**src/design/ntsc_ss_pkg.sv**
```systemverilog
package ntsc_ss_pkg;

  // Configuration port geometry
  localparam int CFG_INDEX_W = 3;
  localparam int CFG_DATA_W  = 16;

  // Register field widths
  localparam int VIS_LINES_W  = 9;
  localparam int LINE_BYTES_W = 8;
  localparam int VOFFSET_W    = 8;
  localparam int TOTAL_W      = 10;
  localparam int BASE_W       = 16;

  // Result field widths
  localparam int LINE_ADDR_W  = 16;
  localparam int SYNC_W       = 11;
  localparam int LINE_NUM_W   = 10;

  // Register indexes
  typedef enum logic [CFG_INDEX_W-1:0] {
    REG_VISIBLE_LINES   = 3'd0,
    REG_LINE_BYTES      = 3'd1,
    REG_HALF_MODE       = 3'd2,
    REG_VERTICAL_OFFSET = 3'd3,
    REG_TOTAL_LINES     = 3'd4,
    REG_FRAME_BASE      = 3'd5
  } cfg_reg_e;

  // Reset values of the registers
  localparam logic [VIS_LINES_W-1:0]  VISIBLE_LINES_RST   = 9'd216;
  localparam logic [LINE_BYTES_W-1:0] LINE_BYTES_RST      = 8'd28;
  localparam logic                    HALF_MODE_RST       = 1'b1;
  localparam logic [VOFFSET_W-1:0]    VERTICAL_OFFSET_RST = 8'd0;
  localparam logic [TOTAL_W-1:0]      TOTAL_LINES_RST     = 10'd262;
  localparam logic [BASE_W-1:0]       FRAME_BASE_RST      = 16'd0;

  // Frame geometry
  localparam int VIS_TOP     = 30;
  localparam int VSYNC_FIRST = 2;
  localparam int VSYNC_LAST  = 4;

  localparam logic [SYNC_W-1:0] SYNC_LONG  = 11'd1412;
  localparam logic [SYNC_W-1:0] SYNC_SHORT = 11'd112;

  typedef struct packed {
    logic [VIS_LINES_W-1:0]  visible_lines;
    logic [LINE_BYTES_W-1:0] line_bytes;
    logic                    half_mode;
    logic [VOFFSET_W-1:0]    vertical_offset;
    logic [TOTAL_W-1:0]      total_lines;
    logic [BASE_W-1:0]       frame_base;
  } cfg_t;

  typedef struct packed {
    logic                   line_active;
    logic [LINE_ADDR_W-1:0] line_address;
    logic                   long_sync;
    logic [SYNC_W-1:0]      sync_width;
    logic [LINE_NUM_W-1:0]  line_number;
    logic                   frame_wrap;
  } result_t;

endpackage

```
**src/design/ntsc_ss_if.sv**
```systemverilog
interface ntsc_ss_in_if;
  logic valid;
  logic ready;
  logic line_tick;

  modport source (output valid, output line_tick, input ready);
  modport sink   (input valid, input line_tick, output ready);
endinterface

interface ntsc_ss_out_if;
  logic                                  valid;
  logic                                  ready;
  logic                                  line_active;
  logic [ntsc_ss_pkg::LINE_ADDR_W-1:0]   line_address;
  logic                                  long_sync;
  logic [ntsc_ss_pkg::SYNC_W-1:0]        sync_width;
  logic [ntsc_ss_pkg::LINE_NUM_W-1:0]    line_number;
  logic                                  frame_wrap;

  modport source (
    output valid, output line_active, output line_address, output long_sync,
    output sync_width, output line_number, output frame_wrap, input ready
  );
  modport sink (
    input valid, input line_active, input line_address, input long_sync,
    input sync_width, input line_number, input frame_wrap, output ready
  );
endinterface

```
**src/design/ntsc_scanline_sequencer_top.sv**
```systemverilog
// Path: an accepted tick word passes the input register, then the result register,
//   to become its result word; a word with line_tick low is dropped and yields no result.
// Throughput: one tick word per cycle while the result register is empty or being drained.
// Reset (rst_ni low, asynchronous): line counter to 1, read address to 0, registers to
//   their defaults, both pipeline stages empty.
module ntsc_scanline_sequencer_top #(
  parameter int ADDR_WIDTH       = 16,
  parameter int LINE_COUNT_WIDTH = 10
) (
  input  logic                                 clk_i,
  input  logic                                 rst_ni,
  // register write port
  input  logic                                 cfg_we_i,
  input  logic [ntsc_ss_pkg::CFG_INDEX_W-1:0]  cfg_index_i,
  input  logic [ntsc_ss_pkg::CFG_DATA_W-1:0]   cfg_wdata_i,
  // tick words in, line result words out
  ntsc_ss_in_if.sink                           in_i,
  ntsc_ss_out_if.source                        out_o
);

  ntsc_ss_pkg::cfg_t    cfg;
  ntsc_ss_pkg::result_t res;
  logic                 res_valid;
  logic                 out_space;

  // Hold the six control registers; new values apply to the next tick.
  ntsc_ss_cfg u_cfg (
    .clk_i       (clk_i),
    .rst_ni      (rst_ni),
    .cfg_we_i    (cfg_we_i),
    .cfg_index_i (cfg_index_i),
    .cfg_wdata_i (cfg_wdata_i),
    .cfg_o       (cfg)
  );

  // Register the tick, evaluate the window and sync checks against the line
  // counter, and advance counter and address when the result word moves on.
  ntsc_ss_core #(
    .ADDR_WIDTH       (ADDR_WIDTH),
    .LINE_COUNT_WIDTH (LINE_COUNT_WIDTH)
  ) u_core (
    .clk_i       (clk_i),
    .rst_ni      (rst_ni),
    .in_i        (in_i),
    .cfg_i       (cfg),
    .out_space_i (out_space),
    .res_valid_o (res_valid),
    .res_o       (res)
  );

  // Hold the result word until the sink takes it; the input stage keeps
  // flowing whenever this register is empty or being drained.
  ntsc_ss_out u_out (
    .clk_i       (clk_i),
    .rst_ni      (rst_ni),
    .res_valid_i (res_valid),
    .res_i       (res),
    .out_space_o (out_space),
    .out_o       (out_o)
  );

endmodule

```
**src/design/ntsc_ss_cfg.sv**
```systemverilog
module ntsc_ss_cfg (
  input  logic                                 clk_i,
  input  logic                                 rst_ni,
  input  logic                                 cfg_we_i,
  input  logic [ntsc_ss_pkg::CFG_INDEX_W-1:0]  cfg_index_i,
  input  logic [ntsc_ss_pkg::CFG_DATA_W-1:0]   cfg_wdata_i,
  output ntsc_ss_pkg::cfg_t                    cfg_o
);

  ntsc_ss_pkg::cfg_t cfg_q;
  ntsc_ss_pkg::cfg_t cfg_d;

  always_comb begin
    cfg_d = cfg_q;
    if (cfg_we_i) begin
      unique case (ntsc_ss_pkg::cfg_reg_e'(cfg_index_i))
        ntsc_ss_pkg::REG_VISIBLE_LINES:
          cfg_d.visible_lines = cfg_wdata_i[ntsc_ss_pkg::VIS_LINES_W-1:0];
        ntsc_ss_pkg::REG_LINE_BYTES:
          cfg_d.line_bytes = cfg_wdata_i[ntsc_ss_pkg::LINE_BYTES_W-1:0];
        ntsc_ss_pkg::REG_HALF_MODE:
          cfg_d.half_mode = cfg_wdata_i[0];
        ntsc_ss_pkg::REG_VERTICAL_OFFSET:
          cfg_d.vertical_offset = cfg_wdata_i[ntsc_ss_pkg::VOFFSET_W-1:0];
        ntsc_ss_pkg::REG_TOTAL_LINES:
          cfg_d.total_lines = cfg_wdata_i[ntsc_ss_pkg::TOTAL_W-1:0];
        ntsc_ss_pkg::REG_FRAME_BASE:
          cfg_d.frame_base = cfg_wdata_i[ntsc_ss_pkg::BASE_W-1:0];
        default: ;  // drop writes to unmapped indexes
      endcase
    end
  end

  always_ff @(posedge clk_i or negedge rst_ni) begin
    if (!rst_ni) begin
      cfg_q.visible_lines   <= ntsc_ss_pkg::VISIBLE_LINES_RST;
      cfg_q.line_bytes      <= ntsc_ss_pkg::LINE_BYTES_RST;
      cfg_q.half_mode       <= ntsc_ss_pkg::HALF_MODE_RST;
      cfg_q.vertical_offset <= ntsc_ss_pkg::VERTICAL_OFFSET_RST;
      cfg_q.total_lines     <= ntsc_ss_pkg::TOTAL_LINES_RST;
      cfg_q.frame_base      <= ntsc_ss_pkg::FRAME_BASE_RST;
    end else begin
      cfg_q <= cfg_d;
    end
  end

  assign cfg_o = cfg_q;

endmodule

```
**src/design/ntsc_ss_core.sv**
```systemverilog
module ntsc_ss_core #(
  parameter int ADDR_WIDTH       = 16,
  parameter int LINE_COUNT_WIDTH = 10
) (
  input  logic                 clk_i,
  input  logic                 rst_ni,
  ntsc_ss_in_if.sink           in_i,
  input  ntsc_ss_pkg::cfg_t    cfg_i,
  input  logic                 out_space_i,
  output logic                 res_valid_o,
  output ntsc_ss_pkg::result_t res_o
);

  localparam int CmpW     = (LINE_COUNT_WIDTH + 1 > 11) ? LINE_COUNT_WIDTH + 1 : 11;
  localparam int AddrOutW = ntsc_ss_pkg::LINE_ADDR_W;
  localparam int NumOutW  = ntsc_ss_pkg::LINE_NUM_W;

  // Input stage
  logic s1_valid_q, s1_valid_d;
  logic s1_tick_q;
  logic s1_free;
  logic fire;
  logic drop;

  // Scan state
  logic [LINE_COUNT_WIDTH-1:0] line_cnt_q, line_cnt_d;
  logic [ADDR_WIDTH-1:0]       read_addr_q, read_addr_d;

  logic [CmpW-1:0] line_c, start_c, stop_c, next_c, total_c;
  logic            active, long_sync, wrap, step;

  assign fire    = s1_valid_q && s1_tick_q && out_space_i;
  assign drop    = s1_valid_q && !s1_tick_q;
  assign s1_free = !s1_valid_q || !s1_tick_q || out_space_i;
  assign in_i.ready = s1_free;
  assign s1_valid_d = (in_i.valid && s1_free) || (s1_valid_q && !s1_free);

  always_ff @(posedge clk_i or negedge rst_ni) begin
    if (!rst_ni) begin
      s1_valid_q <= 1'b0;
    end else begin
      s1_valid_q <= s1_valid_d;
    end
  end

  always_ff @(posedge clk_i) begin
    if (in_i.valid && s1_free) begin
      s1_tick_q <= in_i.line_tick;
    end
  end

  always_comb begin
    line_c  = CmpW'(line_cnt_q);
    start_c = CmpW'(ntsc_ss_pkg::VIS_TOP) + CmpW'(cfg_i.vertical_offset);
    stop_c  = start_c + CmpW'(cfg_i.visible_lines);
    next_c  = line_c + CmpW'(1);
    total_c = CmpW'(cfg_i.total_lines);

    active    = (line_c >= start_c) && (line_c < stop_c);
    long_sync = (line_c >= CmpW'(ntsc_ss_pkg::VSYNC_FIRST)) &&
                (line_c <= CmpW'(ntsc_ss_pkg::VSYNC_LAST));
    // step on odd lines; this matches odd (line - top) only when VIS_TOP plus vertical_offset is even
    step      = active && (!cfg_i.half_mode || line_cnt_q[0]);
    wrap      = (next_c > total_c) || next_c[LINE_COUNT_WIDTH];

    line_cnt_d  = line_cnt_q;
    read_addr_d = read_addr_q;
    if (fire) begin
      if (wrap) begin
        line_cnt_d  = LINE_COUNT_WIDTH'(1);
        read_addr_d = ADDR_WIDTH'(cfg_i.frame_base);
      end else begin
        line_cnt_d = next_c[LINE_COUNT_WIDTH-1:0];
        if (step) begin
          read_addr_d = read_addr_q + ADDR_WIDTH'(cfg_i.line_bytes);
        end
      end
    end
  end

  always_ff @(posedge clk_i or negedge rst_ni) begin
    if (!rst_ni) begin
      line_cnt_q  <= LINE_COUNT_WIDTH'(1);
      read_addr_q <= '0;
    end else begin
      line_cnt_q  <= line_cnt_d;
      read_addr_q <= read_addr_d;
    end
  end

  always_comb begin
    res_o.line_active  = active;
    res_o.line_address = active ? AddrOutW'(read_addr_q) : '0;
    res_o.long_sync    = long_sync;
    res_o.sync_width   = long_sync ? ntsc_ss_pkg::SYNC_LONG : ntsc_ss_pkg::SYNC_SHORT;
    res_o.line_number  = NumOutW'(line_cnt_q);
    res_o.frame_wrap   = wrap;
  end

  assign res_valid_o = fire;

  a_line_nonzero: assert property (@(posedge clk_i) disable iff (!rst_ni)
    line_cnt_q != '0)
    else $error("line counter reached zero");

  a_wrap_to_one: assert property (@(posedge clk_i) disable iff (!rst_ni)
    fire && wrap |=> line_cnt_q == LINE_COUNT_WIDTH'(1))
    else $error("frame wrap did not return counter to line one");

  a_idle_addr_hold: assert property (@(posedge clk_i) disable iff (!rst_ni)
    fire && !active && !wrap |=> $stable(read_addr_q))
    else $error("read address moved on an inactive line");

  a_drop_no_change: assert property (@(posedge clk_i) disable iff (!rst_ni)
    drop |=> $stable(line_cnt_q) && $stable(read_addr_q))
    else $error("low tick changed the scan state");

endmodule

```
**src/design/ntsc_ss_out.sv**
```systemverilog
module ntsc_ss_out (
  input  logic                 clk_i,
  input  logic                 rst_ni,
  input  logic                 res_valid_i,
  input  ntsc_ss_pkg::result_t res_i,
  output logic                 out_space_o,
  ntsc_ss_out_if.source        out_o
);

  logic                 out_valid_q, out_valid_d;
  ntsc_ss_pkg::result_t res_q;

  assign out_space_o = !out_valid_q || out_o.ready;
  assign out_valid_d = res_valid_i || (out_valid_q && !out_o.ready);

  always_ff @(posedge clk_i or negedge rst_ni) begin
    if (!rst_ni) begin
      out_valid_q <= 1'b0;
    end else begin
      out_valid_q <= out_valid_d;
    end
  end

  always_ff @(posedge clk_i) begin
    if (res_valid_i) begin
      res_q <= res_i;
    end
  end

  assign out_o.valid        = out_valid_q;
  assign out_o.line_active  = res_q.line_active;
  assign out_o.line_address = res_q.line_address;
  assign out_o.long_sync    = res_q.long_sync;
  assign out_o.sync_width   = res_q.sync_width;
  assign out_o.line_number  = res_q.line_number;
  assign out_o.frame_wrap   = res_q.frame_wrap;

endmodule
```
**src/flat_wrapper.sv**
```systemverilog
// flat-port wrapper written by rule: the top's interface ports become plain ports
module ntsc_scanline_sequencer_top_flat 
#(
  parameter int ADDR_WIDTH       = 16,
  parameter int LINE_COUNT_WIDTH = 10
)
  (clk_i, rst_ni, cfg_we_i, cfg_index_i, cfg_wdata_i, in_i_valid, in_i_line_tick, in_i_ready, out_o_valid, out_o_line_active, out_o_line_address, out_o_long_sync, out_o_sync_width, out_o_line_number, out_o_frame_wrap, out_o_ready);
  ntsc_ss_in_if in_i_i ();
  ntsc_ss_out_if out_o_i ();
  input  logic clk_i;
  input  logic rst_ni;
  input  logic cfg_we_i;
  input  logic [ntsc_ss_pkg::CFG_INDEX_W-1:0] cfg_index_i;
  input  logic [ntsc_ss_pkg::CFG_DATA_W-1:0] cfg_wdata_i;
  input wire logic [$bits(in_i_i.valid)-1:0] in_i_valid;
  input wire logic [$bits(in_i_i.line_tick)-1:0] in_i_line_tick;
  output wire logic [$bits(in_i_i.ready)-1:0] in_i_ready;
  output wire logic [$bits(out_o_i.valid)-1:0] out_o_valid;
  output wire logic [$bits(out_o_i.line_active)-1:0] out_o_line_active;
  output wire logic [$bits(out_o_i.line_address)-1:0] out_o_line_address;
  output wire logic [$bits(out_o_i.long_sync)-1:0] out_o_long_sync;
  output wire logic [$bits(out_o_i.sync_width)-1:0] out_o_sync_width;
  output wire logic [$bits(out_o_i.line_number)-1:0] out_o_line_number;
  output wire logic [$bits(out_o_i.frame_wrap)-1:0] out_o_frame_wrap;
  input wire logic [$bits(out_o_i.ready)-1:0] out_o_ready;
  assign in_i_i.valid = in_i_valid;
  assign in_i_i.line_tick = in_i_line_tick;
  assign in_i_ready = in_i_i.ready;
  assign out_o_valid = out_o_i.valid;
  assign out_o_line_active = out_o_i.line_active;
  assign out_o_line_address = out_o_i.line_address;
  assign out_o_long_sync = out_o_i.long_sync;
  assign out_o_sync_width = out_o_i.sync_width;
  assign out_o_line_number = out_o_i.line_number;
  assign out_o_frame_wrap = out_o_i.frame_wrap;
  assign out_o_i.ready = out_o_ready;
  ntsc_scanline_sequencer_top #(.ADDR_WIDTH(ADDR_WIDTH), .LINE_COUNT_WIDTH(LINE_COUNT_WIDTH)) u_core (.clk_i(clk_i), .rst_ni(rst_ni), .cfg_we_i(cfg_we_i), .cfg_index_i(cfg_index_i), .cfg_wdata_i(cfg_wdata_i), .in_i(in_i_i), .out_o(out_o_i));
endmodule
```
**config.mk**
```make
export PLATFORM = sky130hd
export DESIGN_NAME = ntsc_scanline_sequencer_top_flat
export DESIGN_NICKNAME = d
export VERILOG_FILES = /design/src/design/ntsc_ss_pkg.sv /design/src/design/ntsc_ss_if.sv /design/src/design/ntsc_scanline_sequencer_top.sv /design/src/design/ntsc_ss_cfg.sv /design/src/design/ntsc_ss_core.sv /design/src/design/ntsc_ss_out.sv /design/src/flat_wrapper.sv
export SDC_FILE = /design/constraint.sdc
export NUM_CORES = 1
export LEC_CHECK = 0
export ABC_AREA = 1
export BUFFER_PORTS_ARGS = -buffer_cell sky130_fd_sc_hd__buf_2
export CORE_MARGIN = 5
export CORE_UTILIZATION = 60
export CTS_CLUSTER_DIAMETER = 30
export DETAILED_ROUTE_END_ITERATION = 10
export MAX_ROUTING_LAYER = met4
export PLACE_DENSITY = 0.81
export SLEW_MARGIN = 0
export SYNTH_ARGS = -nofsm -noshare
export SYNTH_HDL_FRONTEND = slang
export SYNTH_SLANG_ARGS = --single-unit
```
**constraint.sdc**
```tcl
create_clock -name clk_i -period 5.2 [get_ports clk_i]
set_clock_uncertainty 0.15 [all_clocks]
set_input_delay 1.04 -clock clk_i [delete_from_list [all_inputs] [get_ports clk_i]]
set_output_delay 1.04 -clock clk_i [all_outputs]
set_load 0.05 [all_outputs]
```
Word-level counts from Yosys, hierarchy flattened
Cells that the tools add are included.
{"block": "word_totals", "ff_bits": 121, "inputBits": 25, "output_inout_bits": 42, "word_cells": 65}
{"block": "classes", "add_sub_neg": 4, "n_lt_le_gt_ge": 5, "n_eq_ne": 5, "n_mux": 4, "reduce_logical": 30}
{"operator": "2-to-1 mux 16 bit", "n": 2}
{"operator": "adder 16 x 8 -> 16 bit", "n": 1}
{"operator": "AND reduction 2 bit", "n": 7}
{"operator": "adder 10 x 1 -> 11 bit (second input constant)", "n": 1}
{"operator": "> comparator 11 x 10 -> 1 bit", "n": 1}
{"operator": "2-to-1 mux 11 bit", "n": 1}
{"operator": "adder 9 x 9 -> 10 bit", "n": 1}
{"operator": ">= comparator 10 x 2 -> 1 bit (second input constant)", "n": 1}
{"operator": ">= comparator 10 x 9 -> 1 bit", "n": 1}
{"operator": "less-or-equal comparator 10 x 3 -> 1 bit (second input constant)", "n": 1}
{"operator": "less-than comparator 10 bit", "n": 1}
{"operator": "2-to-1 mux 10 bit", "n": 1}
{"operator": "adder 5 x 8 -> 9 bit (first input constant)", "n": 1}
{"operator": "logical AND 1 bit", "n": 8}
{"operator": "logical OR 1 bit", "n": 7}
{"operator": "equality test 3 x 2 -> 1 bit (second input constant)", "n": 2}
{"operator": "equality test 3 bit (second input constant)", "n": 2}
{"operator": "logical NOT 1 bit", "n": 6}
{"operator": "equality test 3 x 1 -> 1 bit (second input constant)", "n": 1}
{"operator": "logical NOT 3 bit", "n": 1}
{"operator": "nonzero test 2 bit", "n": 1}

Longest topological paths before layout
{"block": "logic_depth", "word_depth": 7, "ltp_mapped": 27, "mapped_depth_nobuf": 26}

Hierarchy
A second synthesis with hierarchy kept.
{"block": "hier_totals", "hier_cells": 844, "hier_area_um2": 6921.6}
{"mod": "ntsc_ss_core", "n_inst": 1, "cells_each": 562, "area_per_inst_um2": 3588.4, "seq_area_each_um2": 706.9}
{"mod": "ntsc_ss_cfg", "n_inst": 1, "cells_each": 237, "area_per_inst_um2": 2087.0, "seq_area_each_um2": 1315.0}
{"mod": "ntsc_ss_out", "n_inst": 1, "cells_each": 45, "area_per_inst_um2": 1246.2, "seq_area_each_um2": 1226.2}

Worst setup path after synthesis
Ideal clock, no wire load.
{"block": "synth_path", "path_kind": "reg2reg", "startpoint": "reg u_core.u_cfg.cfg_q (netlist bit u_core.u_cfg.cfg_o[27])", "endpoint": "reg u_core.u_core.read_addr_q[6]", "setup_ns": 0.116, "arrival_time_ns": 3.297, "required_ns": 4.934, "slack_ns": 1.636, "stages_incl_launch_ff": 26, "path_buffers": 1, "synth_period_minus_slack_ns": 3.564, "path_cell_list": "dfrtp_1 inv_1 ha_1 nand2_1 or2_2 nand2_1 inv_1 ha_1 inv_1 nor4_1 nand2_1 o311ai_0 xnor2_1 ha_1 nand2_1 nor2_1 nand2_1 nor2_1 nor2_4 nand2_4 nor2_2 nor2_2 nor2_4 buf_6 nand2_1 nand2_1"}
{"block": "synth_between", "elab_chain_len": 7, "elab_cells_between_ends": 8, "cone_classes": "add/sub (2); order compare (2); reduce/logical (4)"}
{"element": "start, declared", "line": "ntsc_ss_cfg.sv:10", "source": "ntsc_ss_pkg::cfg_t cfg_q;"}
{"element": "start signal, assigned", "line": "ntsc_ss_cfg.sv:43", "source": "cfg_q <= cfg_d;"}
{"element": "adder 5 x 8 -> 9 bit *", "line": "ntsc_ss_core.sv:54", "source": "start_c = CmpW'(ntsc_ss_pkg::VIS_TOP) + CmpW'(cfg_i.vertical_offset);"}
{"element": "adder 9 x 9 -> 10 bit", "line": "ntsc_ss_core.sv:55", "source": "stop_c = start_c + CmpW'(cfg_i.visible_lines);"}
{"element": "less-than comparator 10 bit", "line": "ntsc_ss_core.sv:59", "source": "active = (line_c >= start_c) && (line_c < stop_c);"}
{"element": "logical AND 1 bit *", "line": "ntsc_ss_core.sv:59"}
{"element": "logical AND 1 bit *", "line": "ntsc_ss_core.sv:63", "source": "step = active && (!cfg_i.half_mode || line_cnt_q[0]);"}
{"element": "nonzero test 2 bit (no line) *"}
{"element": "AND reduction 2 bit (no line) *"}
{"element": "end signal, assigned", "line": "ntsc_ss_core.sv:87", "source": "read_addr_q <= read_addr_d;"}
{"element": "end, declared", "line": "ntsc_ss_core.sv:27", "source": "logic [ADDR_WIDTH-1:0] read_addr_q, read_addr_d;"}
Every way passes the cells marked *; elsewhere a longest branch is shown, timed or not.
A chain may end at the register's enable or synchronous reset.

Worst setup path after layout
{"block": "layout_path", "startpoint": "reg u_core.u_cfg.cfg_q (netlist bit u_core.u_cfg.cfg_o[27])", "endpoint": "reg u_core.u_core.read_addr_q[5]"}
The elaborated chain is that of the path after synthesis.

==> impl_metrics.json <==
{
  "multiInputGateArea_sq_mm": 0.00294,
  "antenna_cells": 0,
  "cts_setup_buffers": 0,
  "path_buf_inv": 3,
  "path_delay_family": "simple AND/OR/NAND/NOR gates",
  "grt_usage_pct": 24.9,
  "synthCells": 782,
  "fmax_ghz": 0.233,
  "finalCritPeriodShare_pct": 82.4,
  "worstHoldPathType": "reg2reg",
  "cp_max_fo": 18,
  "critPathCapture": "u_core.u_core.read_addr_q[5]",
  "grt_remaining_overflow": 0,
  "path_clk_slew_ns": 0.11,
  "via_per_inst": 5.40,
  "ys_seq_elements": 111,
  "synth_flop_cell": "dfrtp_1",
  "gp_routability_congestion": 0.916,
  "cpMostUsedCell": "nand2_1",
  "required_ns": 5.38,
  "synth_top_area_cell": "dfrtp_1",
  "placementRows": 38,
  "via_count": 5277,
  "detailed_place_hpwl_um": 10800,
  "grt_max_degree": 81,
  "grt_pass1_vias": 5294,
  "reg2reg_to": "u_core.u_core.read_addr_q[5]",
  "netlist_area_sq_mm": 0.00646,
  "fillCellCount": 901,
  "worst_setup_path_start_kind": "flop",
  "chipHeight_um": 114,
  "setup_viol": 0,
  "ios": 67,
  "cts_resized": 0,
  "drv_slew": 0,
  "drv_cap": 0,
  "p_per_area_mw_per_mm2": 538,
  "area_delta_synth_final_pct": 8.15,
  "first_pass_iters": 5,
  "pre_cts_ws_ns": 1.04,
  "synth_top_cells_by_area": "dfrtp_1 26%, edfxtp_1 14%, nand2_1 14%",
  "clk-insertion-delay-late_ns": 0.39,
  "drt_iter0_markers": 353,
  "synth_cell_types": 45,
  "synth_common_cells": "243 x nand2_1, 113 x inv_1, 68 x dfrtp_1, 67 x o21ai_0",
  "antenna_found_initial": 0,
  "area.sequential_sq_mm": 0.00295,
  "hold_violations": 0,
  "cp_slowest_stage_delay_ns": 0.41,
  "core_sq_mm": 0.0107,
  "yosysMostFrequentCell": "nand2_1",
  "synth_edf_count": 31,
  "syn_area_per_cell_sq_um": 8.27,
  "crit_path_cell_trace": "inv_1, ha_1, nand2_1, or2_2, nand2_1, inv_1, ha_1, inv_1, nor4_1, nand2_1, o311ai_0, xnor2_1, ha_1, nand2_1, a21oi_1, nor2_1, nand2_1, nor2_4, nand2_4, nor2_2, nor2_2, nor2_4, nand2_1, nand2_1",
  "rsz0062_at_grt": "false",
  "ys_warn_count": 0,
  "worstSetupPathType": "reg2reg",
  "cts_hold_buf": 0,
  "cp-end-kind": "flop",
  "startpoint": "u_core.u_cfg.cfg_o[27]",
  "drive_above_1_share_pct": 13.1,
  "portBuffers": 62,
  "synth-seq-area-share_pct": 45.6,
  "start_util_pct": 60.4,
  "rrSetupSlack_ns": 0.91,
  "setup_ws_ns": 0.914,
  "cts_root_buf": "clkbuf_8",
  "postRouteWirelength_um": 14600,
  "cts_tree": "built",
  "drcViolationCount": 0,
  "fin_nets": 908,
  "status": "completed",
  "slew_headroom_pct": 30.0,
  "ant_nets": 0,
  "worstPathArrival_ns": 4.46,
  "dieArea_sq_mm": 0.0130,
  "die_w_um": 114,
  "clock-sinks": 111,
  "tns_ns": 0,
  "period_needed_ns": 4.29,
  "grt_pass1_wl_um": 24900,
  "power.leakage_nw": 3.66,
  "cts.path.max_buffers": 2,
  "cp_slowest_cell": "dfrtp_1",
  "routedWlPerCell_um": 15.0,
  "rr_worst_depth": 24,
  "synth_top_area_share_pct": 26.3,
  "cts_buffers": 9,
  "ctsHtreeMaxLevel": 3,
  "cp.depth": 24,
  "tightest_slew_ns": 1.05,
  "peakVddDrop_v": 0.000267,
  "async_reset_ff_share_pct": 72.1,
  "rr_startpoint": "u_core.u_cfg.cfg_o[27]"
}
[worst min path at each step]
stage | from | to | depth (start not counted) | slack (ns)
after global placement | u_core.u_cfg.cfg_o[2] | u_core.u_cfg.cfg_o[2] | 2 | 0.32
after detailed placement | u_core.u_cfg.cfg_o[0] | u_core.u_cfg.cfg_o[0] | 2 | 0.32
final | u_core.u_cfg.cfg_o[17] | u_core.u_cfg.cfg_o[17] | 2 | 0.35
after floorplan | u_core.u_cfg.cfg_o[19] | u_core.u_cfg.cfg_o[19] | 2 | 0.30
after CTS | u_core.u_cfg.cfg_o[0] | u_core.u_cfg.cfg_o[0] | 2 | 0.35
after global routing | u_core.u_cfg.cfg_o[9] | u_core.u_cfg.cfg_o[9] | 2 | 0.37
[where the power goes]
group	switching, mW	internal [mW]
Sequential	0.210	1.15
Combinational	1.27	0.616
Clock	0.291	0.223
[worst min-delay path: cells and delay by family, from the launching register on]
kind            cells  cell delay [ns]
flops               1             0.38
simple gates        1             0.05
compound gates      1             0.07
[through the flow]
stage	hold WS [ns]	std cells	utilization, %	total power, mW	cell area, sq um
detailed placement	0.323	962	63.6	3.24	6810
finish	0.348	978	65.4	3.76	6990
floorplan	0.303	785	-	2.82	6480
CTS	0.348	978	65.4	3.76	6990
global route	0.373	978	65.4	4.08	6990
global placement	0.320	962	63.6	3.15	6810
[cells by family after synthesis]
logic type / Yosys count / synth area share, %
xor gates and xnor gates: 23 / 3.12
buffers and inverters: 141 / 9.17
adders and majority gates: 50 / 9.91
and+or+nand+nor: 353 / 23.2
muxes: 6 / 1.05
other: 1 / 0.0580
DFF: 111 / 45.6
AOI/OAI and AO/OA: 97 / 7.92
[sequential cells by signal (all words and copies together), names as in the netlist, 2 cells and up, named ones only]
name	cells
u_core.u_out.out_o.line_address	16
u_core.u_out.out_o.line_number	10
u_core.u_core.line_cnt_q	10
u_core.u_core.read_addr_q	16
u_core.u_cfg.cfg_o	52
u_core.u_out.out_o.sync_width	2
[per-layer routing]
metal | share of wire, % | vias up | track usage (%) | wire length [um]
li1 | - | 2573 | - | -
met1 | 44 | 2493 | 32.8 | 6500
met2 | 46 | 175 | 39.1 | 6730
met3 | 7.0 | 36 | 4.08 | 1020
met4 | 2.6 | 0 | 9.58 | 374
met5 | 0 | - | - | 0
[cell usage in the layout (no fill, tap or decap), types with 2 or more instances in the layout]
cell type and n:
xnor2_1 6, and2_1 3, nor2_4 2, nand4_1 6, nor4_1 3, edfxtp_1 31, o21ai_0 67, clkbuf_1 3
nor2_1 48, conb_1 4, dfstp_2 12, dfrtp_1 68, nand2_4 3, inv_1 112, buf_2 61, clkbuf_8 9
fa_1 2, inv_2 3, ha_1 48, a21o_1 3, nor3_1 5, a21oi_1 20, nor2_2 2, xor2_1 17
nand2_1 243, mux2_2 6, nand3_1 29
[layout make-up]
type,instances,share of cell area (%)
Clock buffer,12,1.93
Tap cell,140,2.51
Inverter,116,6.26
Sequential cell,111,42.2
Multi-Input combinational cell,533,42.0
Clock inverter,4,0.680
Timing Repair Buffer,62,4.47
No activity file was read; power rests on OpenSTA's default activity.
